## config.mk

```make
export PLATFORM = sky130hd
export DESIGN_NAME = unsorted_list_table_core
export DESIGN_NICKNAME = d
export VERILOG_FILES = /design/src/hw/rtl/ult_pkg.sv /design/src/hw/rtl/ult_ram.sv /design/src/hw/rtl/unsorted_list_table_core.sv
export SDC_FILE = /design/constraint.sdc
export NUM_CORES = 2
export LEC_CHECK = 0
export ABC_AREA = 1
export BUFFER_PORTS_ARGS = -buffer_cell sky130_fd_sc_hd__buf_2
export CAP_MARGIN = 25
export CELL_PAD_IN_SITES_DETAIL_PLACEMENT = 0
export CELL_PAD_IN_SITES_GLOBAL_PLACEMENT = 1
export CORE_ASPECT_RATIO = 1.4
export CORE_MARGIN = 8
export CORE_UTILIZATION = 47
export DETAILED_ROUTE_END_ITERATION = 10
export PLACE_DENSITY_LB_ADDON = 0.1
export SETUP_SLACK_MARGIN = 0.2
export SKIP_LAST_GASP = 1
export SYNTH_ARGS = -nofsm -noshare
export SYNTH_HDL_FRONTEND = slang
export SYNTH_HIERARCHICAL = 1
export SYNTH_SLANG_ARGS = --single-unit
```

## constraint.sdc

```tcl
create_clock -name clk -period 5.7 [get_ports clk]
set_input_delay 0.57 -clock clk [delete_from_list [all_inputs] [get_ports clk]]
set_output_delay 0.57 -clock clk [all_outputs]
set_load 0.05 [all_outputs]
```

## src/hw/rtl/ult_pkg.sv

```systemverilog
// Shared codes and result layout for the unsorted list table.
package ult_pkg;

  localparam int FuncW   = 3;
  localparam int StatusW = 2;
  localparam int OutValW = 32;
  localparam int OutCntW = 7;
  localparam int InDataW = 40;
  localparam int OutDataW = 48;

  localparam logic [FuncW-1:0] OP_INSERT = 3'd0;
  localparam logic [FuncW-1:0] OP_DELETE = 3'd1;
  localparam logic [FuncW-1:0] OP_LOOKUP = 3'd2;
  localparam logic [FuncW-1:0] OP_EMPTY  = 3'd3;
  localparam logic [FuncW-1:0] OP_REWIND = 3'd4;
  localparam logic [FuncW-1:0] OP_READ   = 3'd5;

  localparam logic [StatusW-1:0] ST_OK       = 2'd0;
  localparam logic [StatusW-1:0] ST_FULL     = 2'd1;
  localparam logic [StatusW-1:0] ST_ABSENT   = 2'd2;
  localparam logic [StatusW-1:0] ST_PAST_END = 2'd3;

  // Packed result, found in the lowest bit.
  typedef struct packed {
    logic [StatusW-1:0] status;
    logic               is_full;
    logic [OutCntW-1:0] count;
    logic [OutValW-1:0] read_value;
    logic               found;
  } result_t;

  localparam int ResultW = $bits(result_t);

endpackage

```

## src/hw/rtl/ult_ram.sv

```systemverilog
// Generic single-write, single-read RAM with registered read data.
module ult_ram #(
  parameter int WIDTH = 32,
  parameter int DEPTH = 64
) (
  input  logic                     clk,
  input  logic                     we,
  input  logic [$clog2(DEPTH)-1:0] waddr,
  input  logic [WIDTH-1:0]         wdata,
  input  logic [$clog2(DEPTH)-1:0] raddr,
  output logic [WIDTH-1:0]         rdata
);

  logic [WIDTH-1:0] mem [DEPTH];

  always_ff @(posedge clk) begin
    if (we) begin
      mem[waddr] <= wdata;
    end
    rdata <= mem[raddr];
  end

endmodule

```

## src/hw/rtl/unsorted_list_table_core.sv

```systemverilog
// Unsorted list table: insert, delete, lookup, empty, rewind and read-next over a RAM.
// Insert, empty, rewind and unused codes go from S_EXEC straight to S_RESULT; read next passes through S_RDATA.
// Lookup and delete scan the RAM one entry per cycle; a delete that hits then passes through S_MOVE.
// One request in flight at a time; the next is taken once the result is in the output register.
// Reset (rst, synchronous): count and read cursor zero, no result pending; RAM contents kept.
module unsorted_list_table_core #(
  parameter int DEPTH       = 64,
  parameter int VALUE_WIDTH = 32
) (
  input  logic                         clk,
  input  logic                         rst,
  input  logic                         s_tvalid,
  output logic                         s_tready,
  input  logic [ult_pkg::InDataW-1:0]  s_tdata,  // func[2:0], value[34:3], zero pad
  output logic                         m_tvalid,
  input  logic                         m_tready,
  output logic [ult_pkg::OutDataW-1:0] m_tdata   // found, read_value, count, is_full, status, pad
);

  localparam int AW = $clog2(DEPTH);
  localparam int CW = $clog2(DEPTH + 1);

  localparam logic [2:0] S_IDLE   = 3'd0;
  localparam logic [2:0] S_EXEC   = 3'd1;
  localparam logic [2:0] S_SCAN   = 3'd2;
  localparam logic [2:0] S_MOVE   = 3'd3;
  localparam logic [2:0] S_RDATA  = 3'd4;
  localparam logic [2:0] S_RESULT = 3'd5;

  logic [2:0]                   state, state_next;
  logic [ult_pkg::FuncW-1:0]    op;
  logic [VALUE_WIDTH-1:0]       key;
  logic [CW-1:0]                entry_count, entry_count_next;
  logic [CW-1:0]                cursor, cursor_next;
  logic [CW-1:0]                scan_idx, scan_idx_next;
  logic                         cmp_vld, cmp_vld_next;
  logic [CW-1:0]                cmp_idx, cmp_idx_next;
  logic [AW-1:0]                hit_idx, hit_idx_next;
  logic                         res_found, res_found_next;
  logic [VALUE_WIDTH-1:0]       res_rd, res_rd_next;
  logic [ult_pkg::StatusW-1:0]  res_status, res_status_next;

  logic                         ram_we;
  logic [AW-1:0]                ram_waddr;
  logic [VALUE_WIDTH-1:0]       ram_wdata;
  logic [AW-1:0]                ram_raddr;
  logic [VALUE_WIDTH-1:0]       ram_rdata;

  logic                         out_free;
  ult_pkg::result_t             res;

  ult_ram #(
    .WIDTH (VALUE_WIDTH),
    .DEPTH (DEPTH)
  ) u_entries (
    .clk   (clk),
    .we    (ram_we),
    .waddr (ram_waddr),
    .wdata (ram_wdata),
    .raddr (ram_raddr),
    .rdata (ram_rdata)
  );

  assign s_tready = (state == S_IDLE);
  assign out_free = !m_tvalid || m_tready;

  always_comb begin
    state_next       = state;
    entry_count_next = entry_count;
    cursor_next      = cursor;
    scan_idx_next    = scan_idx;
    cmp_vld_next     = 1'b0;
    cmp_idx_next     = cmp_idx;
    hit_idx_next     = hit_idx;
    res_found_next   = res_found;
    res_rd_next      = res_rd;
    res_status_next  = res_status;
    ram_we           = 1'b0;
    ram_waddr        = hit_idx;
    ram_wdata        = ram_rdata;
    ram_raddr        = scan_idx[AW-1:0];

    case (state)
      S_IDLE: begin
        if (s_tvalid) begin
          state_next = S_EXEC;
        end
      end
      S_EXEC: begin
        res_found_next  = 1'b0;
        res_rd_next     = '0;
        res_status_next = ult_pkg::ST_OK;
        scan_idx_next   = '0;
        state_next      = S_RESULT;
        case (op)
          ult_pkg::OP_INSERT: begin
            if (entry_count == CW'(DEPTH)) begin
              res_status_next = ult_pkg::ST_FULL;
            end else begin
              ram_we           = 1'b1;
              ram_waddr        = entry_count[AW-1:0];
              ram_wdata        = key;
              entry_count_next = entry_count + 1'b1;
            end
          end
          ult_pkg::OP_DELETE, ult_pkg::OP_LOOKUP: begin
            if (entry_count == '0) begin
              if (op == ult_pkg::OP_DELETE) begin
                res_status_next = ult_pkg::ST_ABSENT;
              end
            end else begin
              state_next = S_SCAN;
            end
          end
          ult_pkg::OP_EMPTY: begin
            entry_count_next = '0;
          end
          ult_pkg::OP_REWIND: begin
            cursor_next = '0;
          end
          ult_pkg::OP_READ: begin
            if (cursor < entry_count) begin
              ram_raddr   = cursor[AW-1:0];
              cursor_next = cursor + 1'b1;
              state_next  = S_RDATA;
            end else begin
              res_status_next = ult_pkg::ST_PAST_END;
            end
          end
          default: begin
          end
        endcase
      end
      S_SCAN: begin
        if (scan_idx < entry_count) begin
          cmp_vld_next  = 1'b1;
          cmp_idx_next  = scan_idx;
          scan_idx_next = scan_idx + 1'b1;
        end
        if (cmp_vld && ram_rdata == key) begin
          cmp_vld_next   = 1'b0;
          res_found_next = 1'b1;
          res_rd_next    = ram_rdata;
          if (op == ult_pkg::OP_DELETE) begin
            hit_idx_next = cmp_idx[AW-1:0];
            ram_raddr    = AW'(entry_count - 1'b1);
            state_next   = S_MOVE;
          end else begin
            state_next = S_RESULT;
          end
        end else if (cmp_vld && cmp_idx == CW'(entry_count - 1'b1)) begin
          cmp_vld_next = 1'b0;
          if (op == ult_pkg::OP_DELETE) begin
            res_status_next = ult_pkg::ST_ABSENT;
          end
          state_next = S_RESULT;
        end
      end
      S_MOVE: begin
        // last entry fills the hole
        ram_we           = 1'b1;
        ram_waddr        = hit_idx;
        ram_wdata        = ram_rdata;
        entry_count_next = entry_count - 1'b1;
        state_next       = S_RESULT;
      end
      S_RDATA: begin
        res_rd_next = ram_rdata;
        state_next  = S_RESULT;
      end
      S_RESULT: begin
        if (out_free) begin
          state_next = S_IDLE;
        end
      end
      default: begin
        state_next = S_IDLE;
      end
    endcase
  end

  always_comb begin
    res.found      = res_found;
    res.read_value = ult_pkg::OutValW'(res_rd);
    res.count      = ult_pkg::OutCntW'(entry_count);
    res.is_full    = (entry_count == CW'(DEPTH));
    res.status     = res_status;
  end

  always_ff @(posedge clk) begin
    if (rst) begin
      state       <= S_IDLE;
      entry_count <= '0;
      cursor      <= '0;
      cmp_vld     <= 1'b0;
      m_tvalid    <= 1'b0;
    end else begin
      state       <= state_next;
      entry_count <= entry_count_next;
      cursor      <= cursor_next;
      cmp_vld     <= cmp_vld_next;
      if (state == S_RESULT && out_free) begin
        m_tvalid <= 1'b1;
      end else if (m_tready) begin
        m_tvalid <= 1'b0;
      end
    end
  end

  always_ff @(posedge clk) begin
    if (s_tvalid && s_tready) begin
      op  <= s_tdata[ult_pkg::FuncW-1:0];
      key <= VALUE_WIDTH'(s_tdata[ult_pkg::FuncW +: ult_pkg::OutValW]);
    end
    scan_idx   <= scan_idx_next;
    cmp_idx    <= cmp_idx_next;
    hit_idx    <= hit_idx_next;
    res_found  <= res_found_next;
    res_rd     <= res_rd_next;
    res_status <= res_status_next;
    if (state == S_RESULT && out_free) begin
      m_tdata <= {(ult_pkg::OutDataW - ult_pkg::ResultW)'(0), res};
    end
  end

  a_count_bound: assert property (@(posedge clk) disable iff (rst)
    entry_count <= CW'(DEPTH))
    else $error("entry count above capacity");

  a_full_flag: assert property (@(posedge clk) disable iff (rst)
    (m_tvalid && m_tdata[42:41] == ult_pkg::ST_FULL) |-> m_tdata[40])
    else $error("insert dropped while table not full");

  a_found_ok: assert property (@(posedge clk) disable iff (rst)
    (m_tvalid && m_tdata[0]) |-> (m_tdata[42:41] == ult_pkg::ST_OK))
    else $error("found result with error status");

  a_cursor_hold: assert property (@(posedge clk) disable iff (rst)
    (state == S_SCAN || state == S_MOVE) |=> $stable(cursor))
    else $error("cursor moved during search");

endmodule
```

Word level (Yosys, flattened, before mapping)
Memory sizes are Yosys's and may differ from the RTL's. A register that Yosys moved wholly into a read port is not among the register bits.
Cells that the tools add are included.
{"block": "classes", "n_addsub": 4, "n_mul": 0, "div_mod_pow": 0, "magnitude_cmp": 2, "n_eq_ne": 24, "shifts": 0, "n_mux": 48, "n_bitwise": 1, "reduce_logical": 26}
{"operator": "$mux W32", "count": 4}
{"operator": "$pmux W32 S3", "count": 1}
{"operator": "$pmux W7 S2", "count": 4}
{"operator": "$mux W6", "count": 7}
{"operator": "$eq A32 B32 Y1", "count": 1}
{"operator": "$add A7 B1 Y7 const B", "count": 3}
{"operator": "$mux W7", "count": 3}
{"operator": "$mux W3", "count": 6}
{"operator": "$ne A2 B2 Y1 const B", "count": 8}
{"operator": "$pmux W3 S5", "count": 1}
{"operator": "$lt A7 B7 Y1", "count": 2}
{"operator": "$eq A3 B2 Y1 const B", "count": 4}
{"operator": "$eq A3 B3 Y1 const B", "count": 4}
{"operator": "$mux W2", "count": 6}
{"operator": "$pmux W6 S2", "count": 1}
{"operator": "$reduce_and A3 Y1", "count": 4}
{"operator": "$mux W1", "count": 10}
{"operator": "$reduce_and A2 Y1", "count": 4}
{"operator": "$reduce_bool A2 Y1", "count": 4}
{"operator": "$eq A7 B7 Y1", "count": 1}
{"operator": "$eq A7 B7 Y1 const B", "count": 1}
{"operator": "$logic_not A7 Y1", "count": 1}
{"operator": "$sub A7 B1 Y7 const B", "count": 1}
{"operator": "$eq A3 B1 Y1 const B", "count": 2}
{"operator": "other kinds (15)", "count": 22}
{"block": "totals", "reg_bits": 152, "latchBits": 0, "ramBits": 2048, "romBits": 0, "input_bits": 44, "out_inout_bits": 50, "mem_count": 1}
{"name": "u_entries.mem", "depth": 64, "width": 32, "read_ports": 1, "rd_clocked_by_memory_dff": 1, "write_ports": 1, "line": "ult_ram.sv:14", "source": "logic [WIDTH-1:0] mem [DEPTH];"}

Logic depth before layout (Yosys ltp)
{"block": "depth", "ltp_word": 6, "depth_mapped": 27, "depth_no_buf": 22}

By module
Netlist, hierarchy kept.
{"module": "ult_ram", "n_inst": 1, "cells_per_inst": 6769, "area_each_um2": 82738.1, "seq_area_each_um2": 62139.6}
{"module": "unsorted_list_table_core", "n_inst": 1, "cells_per_inst": 857, "area_each_um2": 7677.4, "seq_area_each_um2": 4374.2}

Worst setup path after synthesis
No wires, ideal clock.
{"block": "synth_path", "path_kind": "flip-flop to flip-flop", "startpoint": "reg entry_count[0]", "endpoint": "mem u_entries.mem[50][0] (enable)", "arrival_ps": 5064, "required_ps": 5197, "path_slack_ps": 133, "path_stages_with_launch": 14, "n_path_buf": 3, "period_less_slack_ps": 5567, "path_cell_list": "dfxtp_1 -> inv_1 -> buf_2 -> ha_1 -> nand2_1 -> nor3_4 -> nor2_1 -> buf_4 -> inv_2 -> nand2_1 -> o21ai_1 -> clkbuf_1 -> inv_1 -> nor4_1"}
{"item": "from (decl)", "line": "unsorted_list_table_core.sv:33", "source": "logic [CW-1:0] entry_count, entry_count_next;"}
{"item": "from (signal assigned)", "line": "unsorted_list_table_core.sv:199", "source": "entry_count <= entry_count_next;"}
{"item": "to (decl)", "line": "ult_ram.sv:14"}

Worst setup path after layout
{"block": "layout_path", "startpoint": "reg entry_count[2]", "endpoint": "reg u_entries.rdata[6], read port of u_entries.mem"}
{"block": "layout_between", "elab_chain_len": 4, "elab_cells_between_ends": 7}
{"item": "$lt A7 B7 Y1", "line": "unsorted_list_table_core.sv:122", "source": "if (cursor < entry_count) begin"}
{"item": "$mux W6", "line": "unsorted_list_table_core.sv:122"}
{"item": "$mux W6", "line": "unsorted_list_table_core.sv:95", "source": "case (op)"}
{"item": "$pmux W6 S2", "line": "unsorted_list_table_core.sv:83", "source": "case (state)"}
{"item": "via ram_raddr[0]", "line": "unsorted_list_table_core.sv:46", "source": "logic [AW-1:0] ram_raddr;"}
{"item": "to (decl)", "line": "ult_ram.sv:11", "source": "output logic [WIDTH-1:0] rdata"}
The timed path passes the listed nets, and every way through them passes these cells.
A chain may end at the register's enable or synchronous reset.

==> key figures <==
Run status
  – Status: finished, final reports clean

Cells and area
  – Finished Layout Cells: approximately 10,000
  – Synth-to-layout area growth: 12.8%
  – Layout cells sized above 1: 0.0950
  – Cell area after layout: roughly 0.1 mm2
  – Core Util, Final: 0.533
  – Final Net Count: a little under 8,000
  – Register area: 0.0665 mm2
  – Area of the multi-input gates: between 0.02 and 0.025 mm2
  – Layout fillers: roughly 16,000

Clock tree
  – Bufs on Longest Clock Path: 4
  – CTS Buf Count: between 200 and 250
  – H-tree depth: 4
  – Clock Latency Late Sink: between 0.8 and 0.9 ns
  – Clk pin slew, worst setup/hold paths: 0.06 ns
  – CTS tree: done
  – Number of gates resized after cts: 0
  – Clock tree sinks: between 2,000 and 2,500
  – CTS root buf: clkbuf_16

Floorplan
  – Die H: between 500 and 600 um
  – Initial Util: 0.472
  – Std-Cell Core Area: 0.191 mm2
  – Die X: roughly 390 um
  – Ports: between 90 and 100
  – Die ar.: about 0.21 mm2
  – Row cnt: 190

Timing
  – Transition time of the tightest slew-check pin: 1.04 ns
  – Fin crit share: 0.897
  – Final setup fails: 0
  – Final Skew: 0.0382 ns
  – Final Worst Setup Slack: around 0.58 ns
  – Headroom to the max-slew limit: 0.306
  – Highest clock rate: between 150 and 200 MHz
  – Min Hold Slack: 0.0485 ns
  – Min cycle time layout: around 5.1 ns
  – Unrepaired setup endpoints after global routing: no
  – Final Hold Vio Count: 0
  – Setup TNS: 0 ns
  – Slew Limit Fails: 0

Synthesis
  – Mean Syn Cell Area: 11.9 um2
  – Post-synth top area share: 0.724
  – FFs w/ async S/R, synth: 0
  – Syn Std Cell Area: approximately 0.09 mm2
  – Synth area leader: edfxtp_1
  – Prevailing post-synth register cell: edfxtp_1
  – Post-synth EDFFs: 2,181
  – FF+latch count, synth: about 2,200
  – Most frequent cells after synthesis: 2,463 x nand2_1, 2,181 x edfxtp_1, 1,952 x nand3_1
  – Count leader, synth: nand2_1
  – Post-synthesis cell count: between 7,000 and 8,000
  – Register area share after synthesis: 0.736
  – Synth top area cells: edfxtp_1 72%, nand3_1 11%, nand2_1 10%
  – Synth cell types: between 40 and 50
  – Ys Warns: 6

Detailed routing
  – DR WL/cell: between 20 and 30 um
  – 1st-pass router iterations: 6
  – Vias: between 50,000 and 60,000
  – Vias per cell: between 5 and 6
  – DRC: 0
  – Antenna viol nets, final: 0
  – Detailed-route wire length: 268 mm
  – DR iter-0 viols: around 5,700

Global routing
  – Vias in the first global route: between 50,000 and 60,000
  – Initial antenna violation count: 4
  – First-pass GRT wire length: 388 mm
  – Largest net degree at the start of global routing: 159
  – Total grt overflow: 0
  – GRT Total Usage: 0.252

Job
  – Max-cap viol count: 0

Power
  – Pwr Total: approximately 61 mW
  – Lkg Pwr: around 36 nW
  – Cell Int Power: ~35 mW
  – Power Dens Cells: between 600 and 700 mW/mm2
  – Part of the power in registers: 0.349
  – Sw Ratio: 0.424
  – Combinational share of power: 0.429
  – P_sw: approximately 26 mW
  – Worst VDD drop: 0.856 mV
  – Clock share of power: 0.222

Placement
  – Final HPWL DP: about 140 mm
  – Pre-CTS setup slack: roughly 0.57 ns
  – Port Buf Inserts: 83
  – Placed Cells: 9,983
  – Area of placed instances: approximately 0.095 mm2
  – GP Congestion: a little over 0.8

Setup path
  – Most used cell, CP: nand2_1
  – CP bufs+invs: 6
  – Worst r2r src: entry_count[2]
  – Critical-path cell list: inv_2, ha_1, a21oi_1, nand2_1, nand2_1, nand2_1, nor2_2, inv_2, o21ai_0, nand4_1, buf_12, inv_16, buf_4, buf_4, nand2_1, nand3_1, nand3_1, nand3_1, nand3_1, nand2_1, nand2_1, nand2_1
  – Crit Path Class: reg2reg
  – Slowest cell on crit path: dfxtp_1
  – Worst EP required: ~6.4 ns
  – Worst Setup SP: entry_count[2]
  – Crit-path max FO: around 110
  – Worst EP arrival: a little under 6 ns
  – Worst path max stage delay: roughly 0.62 ns
  – Critical Path Start Type: flop
  – CP delay by family, top: simple AND/OR/NAND/NOR gates
  – Crit path capture type: flop

Min path
  – Hold Path Origin: rst
  – Worst hold path class: in2reg
## layout by cell type, fill, tap and decap left out, types with 3 or more instances in the layout
cell	count
diode_2	10
nor2_2	4
clkbuf_1	40
nor2_4	63
nand4_1	27
clkbuf_8	6
nor3b_1	4
inv_6	5
ha_1	17
clkinvlp_4	5
buf_4	189
buf_2	83
buf_12	54
clkinv_1	48
a31oi_1	5
o21ai_0	20
xnor2_1	9
clkinv_2	37
o211ai_1	3
a21oi_1	24
bufinv_16	14
nand2_1	2463
edfxtp_1	2181
o21ai_1	8
dlygate4sd3_1	36
nor4_2	8
nand3_1	1952
o21ai_4	32
xor2_1	3
nor3_1	4
nor2_1	107
clkbuf_16	216
a211oi_1	3
and2_1	5
conb_1	5
inv_2	14
inv_1	123
dfxtp_1	51
## worst register-to-register path: stages, from the launching register on
cell     delay, ns
dfxtp_1       0.62
inv_2         0.17
ha_1          0.35
a21oi_1       0.14
nand2_1       0.07
nand2_1       0.06
nand2_1       0.08
nor2_2        0.34
inv_2         0.11
o21ai_0       0.18
nand4_1       0.19
buf_12        0.25
inv_16        0.37
buf_4         0.48
buf_4         0.31
nand2_1       0.09
nand3_1       0.07
nand3_1       0.08
nand3_1       0.12
nand3_1       0.26
nand2_1       0.17
nand2_1       0.06
nand2_1       0.40
## per-layer routing
metal | track usage | wire [um] | vias to the layer above
met2 | 0.418 | 127000 | 2100
met1 | 0.342 | 113000 | 29800
met3 | 0.0310 | 17700 | 419
li1 | - | - | 27100
met5 | 0 | 0 | -
met4 | 0.0946 | 10700 | 0
## final timing paths
kind,depth (start not counted),end,slack [ns]
worst min register to register,0,m_tdata[22],0.40
worst max register to register,22,u_entries/rdata[6],0.58
worst max-delay path,22,u_entries/rdata[6],0.58
worst min-delay path,2,m_tvalid,0.05
## area by class of cell
class / count / area share
diodes: 10 / 0.000245
clock buffers: 262 / 0.0553
flip-flops and latches: 2232 / 0.652
multi-input cells: 4785 / 0.214
clock inverters: 110 / 0.00871
well taps: 2496 / 0.0306
repair buffers: 367 / 0.0330
inverters: 142 / 0.00558
## registers in the layout (all words and copies together), names as in the netlist
register / count
u_entries/mem: 2048
m_tdata: 43
key: 32
res_rd: 32
u_entries/rdata: 32
cmp_idx: 7
cursor: 7
entry_count: 7
scan_idx: 7
hit_idx: 6
op: 3
state: 3
res_status: 2
cmp_vld: 1
m_tvalid: 1
res_found: 1
## power by group through the flow
| stage | Clock (mW) | Combinational, mW | Sequential [mW] |
|---|---|---|---|
| 2_1_floorplan | 0 | 15.5 | 21.9 |
| 3_3_place_gp | 0 | 25.7 | 21.8 |
| 3_5_place_dp | 0 | 26.1 | 21.8 |
| 4_1_cts | 13.9 | 26.2 | 21.4 |
| 5_1_grt | 14.4 | 28.5 | 21.4 |
| 6_report | 13.6 | 26.3 | 21.4 |
## logic make-up after synthesis
| family | share of synthesized area |
|---|---|
| AOI/OAI and AO/OA | 0.00621 |
| xor gates and xnor gates | 0.00116 |
| adders and majority gates | 0.00235 |
| buffers and inverters | 0.0323 |
| DFF | 0.736 |
| other | 0.0000415 |
| and+or+nand+nor | 0.222 |
## timing repair
action                     4_1_cts  5_1_grt
hold buffers                    36        0
buffers inserted                 0        0
setup endpoints to repair        0        0
hold endpoints to repair        36        0
No activity file was read; power rests on OpenSTA's default activity.
